==> config.mk <==
export PLATFORM = sky130hd
export DESIGN_NAME = qte_isqrt
export DESIGN_NICKNAME = d
export VERILOG_FILES = /design/src/hw/rtl/qte_pkg.sv /design/src/hw/rtl/qte_isqrt.sv
export SDC_FILE = /design/constraint.sdc
export NUM_CORES = 2
export LEC_CHECK = 0
export BUFFER_PORTS_ARGS = -buffer_cell sky130_fd_sc_hd__buf_2
export CAP_MARGIN = 20
export CORE_MARGIN = 10
export CORE_UTILIZATION = 45
export DETAILED_ROUTE_END_ITERATION = 8
export PLACE_DENSITY = 0.63
export SYNTH_ARGS = -nofsm -noshare
export SYNTH_HDL_FRONTEND = slang
export SYNTH_SLANG_ARGS = --single-unit
==> constraint.sdc <==
create_clock -name clk_i -period 6 [get_ports clk_i]
set_input_delay 0.3 -clock clk_i [delete_from_list [all_inputs] [get_ports clk_i]]
set_output_delay 0.3 -clock clk_i [all_outputs]
set_load 0.01 [all_outputs]
==> src/hw/rtl/qte_pkg.sv <==
// Package for the quaternion to Euler angle converter.
// Holds the fixed-point widths, angle constants and the CORDIC arctangent table.
// No dependencies.
`timescale 1ns / 1ps
package qte_pkg;

  localparam int unsigned IN_W      = 16;
  localparam int unsigned PROD_W    = 32;
  localparam int unsigned TERM_W    = 35;   // exact Q28 product terms
  localparam int unsigned RAD_W     = 58;   // square root radicand and work registers
  localparam int unsigned SQRT_W    = 29;   // floor(sqrt(2^56 - s^2)) fits here
  localparam int unsigned SQRT_STEPS = 29;  // one result bit per stage
  localparam int unsigned SIN_W     = 29;   // unsaturated arcsine argument
  localparam int unsigned CW        = 37;   // CORDIC x/y width, covers gain growth
  localparam int unsigned ZW        = 29;   // CORDIC angle, Q24 radians
  localparam int unsigned ATAN_LEN  = 24;
  localparam int unsigned CORDIC_STEPS_DEF = 16;

  localparam logic signed [TERM_W-1:0] ONE_Q28     = TERM_W'(64'sd268435456);
  localparam logic signed [ZW-1:0]     PI_Q24      = ZW'(64'sd52707179);
  localparam logic signed [ZW-1:0]     PI_Q13      = ZW'(64'sd25736);
  localparam logic signed [ZW-1:0]     HALF_PI_Q13 = ZW'(64'sd12868);
  localparam logic signed [ZW-1:0]     ROUND_HALF  = ZW'(64'sd1024);

  localparam logic signed [ZW-1:0] ATAN_Q24 [ATAN_LEN] = '{
    ZW'(64'sd13176795), ZW'(64'sd7778716), ZW'(64'sd4110060), ZW'(64'sd2086331),
    ZW'(64'sd1047214),  ZW'(64'sd524117),  ZW'(64'sd262123),  ZW'(64'sd131069),
    ZW'(64'sd65536),    ZW'(64'sd32768),   ZW'(64'sd16384),   ZW'(64'sd8192),
    ZW'(64'sd4096),     ZW'(64'sd2048),    ZW'(64'sd1024),    ZW'(64'sd512),
    ZW'(64'sd256),      ZW'(64'sd128),     ZW'(64'sd64),      ZW'(64'sd32),
    ZW'(64'sd16),       ZW'(64'sd8),       ZW'(64'sd4),       ZW'(64'sd2)
  };

  // Terms that ride alongside the square root pipeline.
  typedef struct packed {
    logic signed [TERM_W-1:0] sinr;
    logic signed [TERM_W-1:0] cosr;
    logic signed [TERM_W-1:0] siny;
    logic signed [TERM_W-1:0] cosy;
    logic signed [SIN_W-1:0]  sinp;
    logic                     sat_pos;
    logic                     sat_neg;
  } qte_side_t;

endpackage

==> src/hw/rtl/qte_isqrt.sv <==
// Pipelined integer square root, one result bit per register stage.
// Carries a sideband word in step with the data. Depends on qte_pkg.
`timescale 1ns / 1ps
module qte_isqrt import qte_pkg::*; #(
  parameter int unsigned SIDE_W = 1
) (
  input  logic              clk_i,
  input  logic              rst_ni,
  input  logic              valid_i,
  input  logic [RAD_W-1:0]  rad_i,
  input  logic [SIDE_W-1:0] side_i,
  output logic              valid_o,
  output logic [SQRT_W-1:0] root_o,
  output logic [SIDE_W-1:0] side_o
);

  logic [RAD_W-1:0]  rem_q  [SQRT_STEPS];
  logic [RAD_W-1:0]  res_q  [SQRT_STEPS];
  logic [SIDE_W-1:0] side_q [SQRT_STEPS];
  logic              vld_q  [SQRT_STEPS];

  for (genvar j = 0; j < SQRT_STEPS; j++) begin : g_stage
    localparam int unsigned K = SQRT_STEPS - 1 - j;
    localparam logic [RAD_W-1:0] BIT = RAD_W'(1) << (2 * K);
    logic [RAD_W-1:0]  rem_in, res_in, trial;
    logic [SIDE_W-1:0] side_in;
    logic              vld_in;

    if (j == 0) begin : g_first
      assign rem_in  = rad_i;
      assign res_in  = '0;
      assign side_in = side_i;
      assign vld_in  = valid_i;
    end else begin : g_next
      assign rem_in  = rem_q[j-1];
      assign res_in  = res_q[j-1];
      assign side_in = side_q[j-1];
      assign vld_in  = vld_q[j-1];
    end

    assign trial = res_in + BIT;

    always_ff @(posedge clk_i) begin
      side_q[j] <= side_in;
      if (rem_in >= trial) begin
        rem_q[j] <= rem_in - trial;
        res_q[j] <= (res_in >> 1) + BIT;
      end else begin
        rem_q[j] <= rem_in;
        res_q[j] <= res_in >> 1;
      end
    end

    always_ff @(posedge clk_i or negedge rst_ni) begin
      if (!rst_ni) begin
        vld_q[j] <= 1'b0;
      end else begin
        vld_q[j] <= vld_in;
      end
    end
  end

  assign valid_o = vld_q[SQRT_STEPS-1];
  assign root_o  = res_q[SQRT_STEPS-1][SQRT_W-1:0];
  assign side_o  = side_q[SQRT_STEPS-1];

endmodule

==> reports/results.txt <==
initial antenna violation count: 7
commonest non-fill, non-tap cell in the layout: dfxtp_1
DRT iter0 DRCs: 3592
Primary FF master, synth: dfxtp_1
placed cell count: 10162
Synth async-reset ratio: 1.37%
global-route met3 utilization: 2.91%
Max Slew Vio Count: 0
worst setup margin: 1720 ps
Peak VDD IR: 0.363 mV
first-pass GRT wire length: 309 mm
largest net degree at the start of global routing: 53
status: finished clean
RSZ-0062 raised after global routing: false
Worst Path Arrival: 5010 ps
Synth area leaders: dfxtp_1 (53%), ha_1 (7.3%), xnor2_1 (4.2%), xor2_1 (3.7%), a21oi_1 (3.1%)
cts repair resizes: 0
clock buffer depth: 3
drt wl/cell: 18.5 um
Pwr Total: 44.4 mW
adder-cell share of the synthesized area: 7.27%
setup TNS: 0 ps
sequential share of the synthesized area: 53.7%
Ys Warns: 0
fin cells: 10613
Synth Area in Compound Gates: 11.5%
dpl ws: 1750 ps
Die X-Extent: 439 um
max_slew headroom: 23.4%
Synthesized Nets: 8400
Buffers on Ports: 92
Root Driver: clkbuf_16
Die Area: 193000 um2
TritonRoute pass-1 iters: 6
area delta synth->final: 13.9%
worst hold path class: in2reg
P_leak: 40.7 nW
clock skew: 49.5 ps
Core Region: 174000 um2
crit path launch type: flip-flop
Least-Margin Pin Slew: 1140 ps
Clock Sinks: 2117
Seq cells post-synth: 2117
mux share of post-synthesis cell area: 1.02%
CTS clock-pin slew for the worst setup and hold paths: 60 ps
cell count after synthesis: 7878
max-cap viol count: 0
crit end category: flip-flop
commonest non-fill, non-tap cells in the layout: dfxtp_1 (2088), inv_1 (578), nand2_1 (530), nor2_1 (494), a21oi_1 (486)
CTS tree: built
register area: 42500 um2
proportion of layout cells with a drive suffix above 1: 7.35%
GR peak layer: met2
Remaining Overflow, GRT: 0
Synth area leader: dfxtp_1
xor-xnor portion of the synthesized cell area: 7.83%
# rows: 153
filler instances: 15638
Final #Nets: 8633
pwr dens: 493 nW/um2
fin crit period: 4280 ps
Die Ht: 439 um
synthesized area: 79200 um2
via count: 56212
gr usage total: 19.8%
EDFF count, synth: 0
mean post-synth cell area: 10.1 um2
H-tree levels: 4
met1 usage: 25.6%
WP data required: 6730 ps
Final Setup Violations: 0
worst hold margin: 79.9 ps
vias in the first global route: 55928
Routed WL: 197 mm
initial core utilization: 45.4%
M2 GR Usage: 34.2%
fin crit share: 71.3%
ANT nets after route: 0
Placer Congestion: 0.888
largest family of logic cells by synthesized area: simple AND/OR/NAND/NOR gates
Max FO, Critical Path: 49
Ports: 93
DRC viols: 0
Clock Latency Late Sink: 850 ps
CTS Buf Count: 207
share of the synthesized area in the top cell type: 52.8%
post-synthesis cell type count: 91
multi-input gate area in the final layout: 33900 um2
post-DP HPWL: 153 mm
final hold violations: 0
type of the worst setup path: reg2reg
Via density: 5.30
Simple-Gate Fraction of Synth Area: 15.1%
Max Freq: 0.234 GHz
[registers in the layout, summed over array words and instances (netlist names)]
register	flops
g_stage.vld_in	28
rem_q	1624
res_q	435
side_q	29
valid_o	1
[worst paths after layout]
check / startpoint / to / slack (ps) / cells after the start
worst max register to register: res_q[22][13] / rem_q[23][47] / 1720 / 11
worst min-delay path: rad_i[43] / rem_q[0][43] / 80 / 2
min in group asynchronous: rst_ni / valid_o / 480 / 4
worst min register to register: res_q[25][19] / res_q[26][18] / 320 / 0
max in group asynchronous: rst_ni / g_stage[9].vld_in / 5350 / 4
worst max-delay path: res_q[22][13] / rem_q[23][47] / 1720 / 11
[cell usage after synthesis, types with 15 or more instances]
cell type / number
mux2_2: 64
nor2_1: 494
a2111oi_0: 15
inv_1: 578
ha_1: 460
or4_1: 62
nor2b_1: 60
nand4b_1: 22
o211ai_1: 29
a21o_1: 170
a21oi_1: 489
a31oi_1: 44
and2_1: 20
nor4b_1: 42
nand4_1: 139
xor2_1: 332
nand2b_1: 75
and3_1: 35
a211oi_1: 31
nor3_1: 210
nand3b_1: 34
nand3_1: 135
nor3b_1: 15
or2_2: 31
nand2_1: 530
or3_1: 73
dfxtp_1: 2088
o31ai_1: 36
clkbuf_1: 135
o21a_1: 90
o21ai_0: 362
o21bai_1: 49
dfrtp_1: 29
o31a_1: 17
xnor2_1: 376
nor4_1: 276
[layout make-up]
| class | instances | share of cell area [%] |
|---|---|---|
| well taps | 2325 | 3.23 |
| multi-input cells | 5025 | 37.6 |
| diodes | 4 | 0.0111 |
| clock buffers | 276 | 6.49 |
| clock inverters | 106 | 1.68 |
| inverters | 581 | 2.42 |
| flip-flops and latches | 2117 | 47.2 |
| repair buffers | 179 | 1.41 |
[cell families (layout without fill, tap and decap cells)]
logic type               count (synthesis)  count (layout)
AND/OR/NAND/NOR                       2311            2311
flip-flops                            2117            2117
AO/OA/AOI/OAI                         1473            1473
buffers and inverters                  736            1142
XOR/XNOR                               708             708
adder cells (fa/ha/maj)                460             460
multiplexers                            73              73
other                                    0               4
[layer usage]
| layer | part of all wire, % | vias to the layer above |
|---|---|---|
| met5 | 0 | - |
| met4 | 2.5 | 0 |
| met3 | 4.3 | 324 |
| met2 | 48 | 1278 |
| met1 | 45 | 26705 |
| li1 | - | 27905 |
[through the flow]
step	utilization [%]	area, um2
floorplan	-	79200
global placement	47.1	82100
detailed placement	47.1	82100
CTS	51.7	90200
global route	51.7	90200
finish	51.7	90200
[worst max-delay path, stage by stage, from the launching register on]
cell      delay (ps)
dfxtp_1          320
inv_1             50
ha_1             390
or4b_2           610
nor3_1           470
nand4_1          200
o211ai_1         160
a311o_2          760
nand2_1          190
a211o_1          480
nor4_1           360
xor2_1           180
[timing repair]
item / in CTS / in global routing
buffers inserted: 0 / 0
hold buffers: 64 / 0
hold endpoints to repair: 90 / 0
[power by group]
part | total, mW | leakage [nW] | internal (mW) | switching [mW]
Sequential | 20.0 | 17.8 | 17.2 | 2.85
Clock | 13.7 | 3.59 | 8.04 | 5.61
Combinational | 10.7 | 19.3 | 4.73 | 6.00
Note: power is estimated with default switching activity, not from simulation.
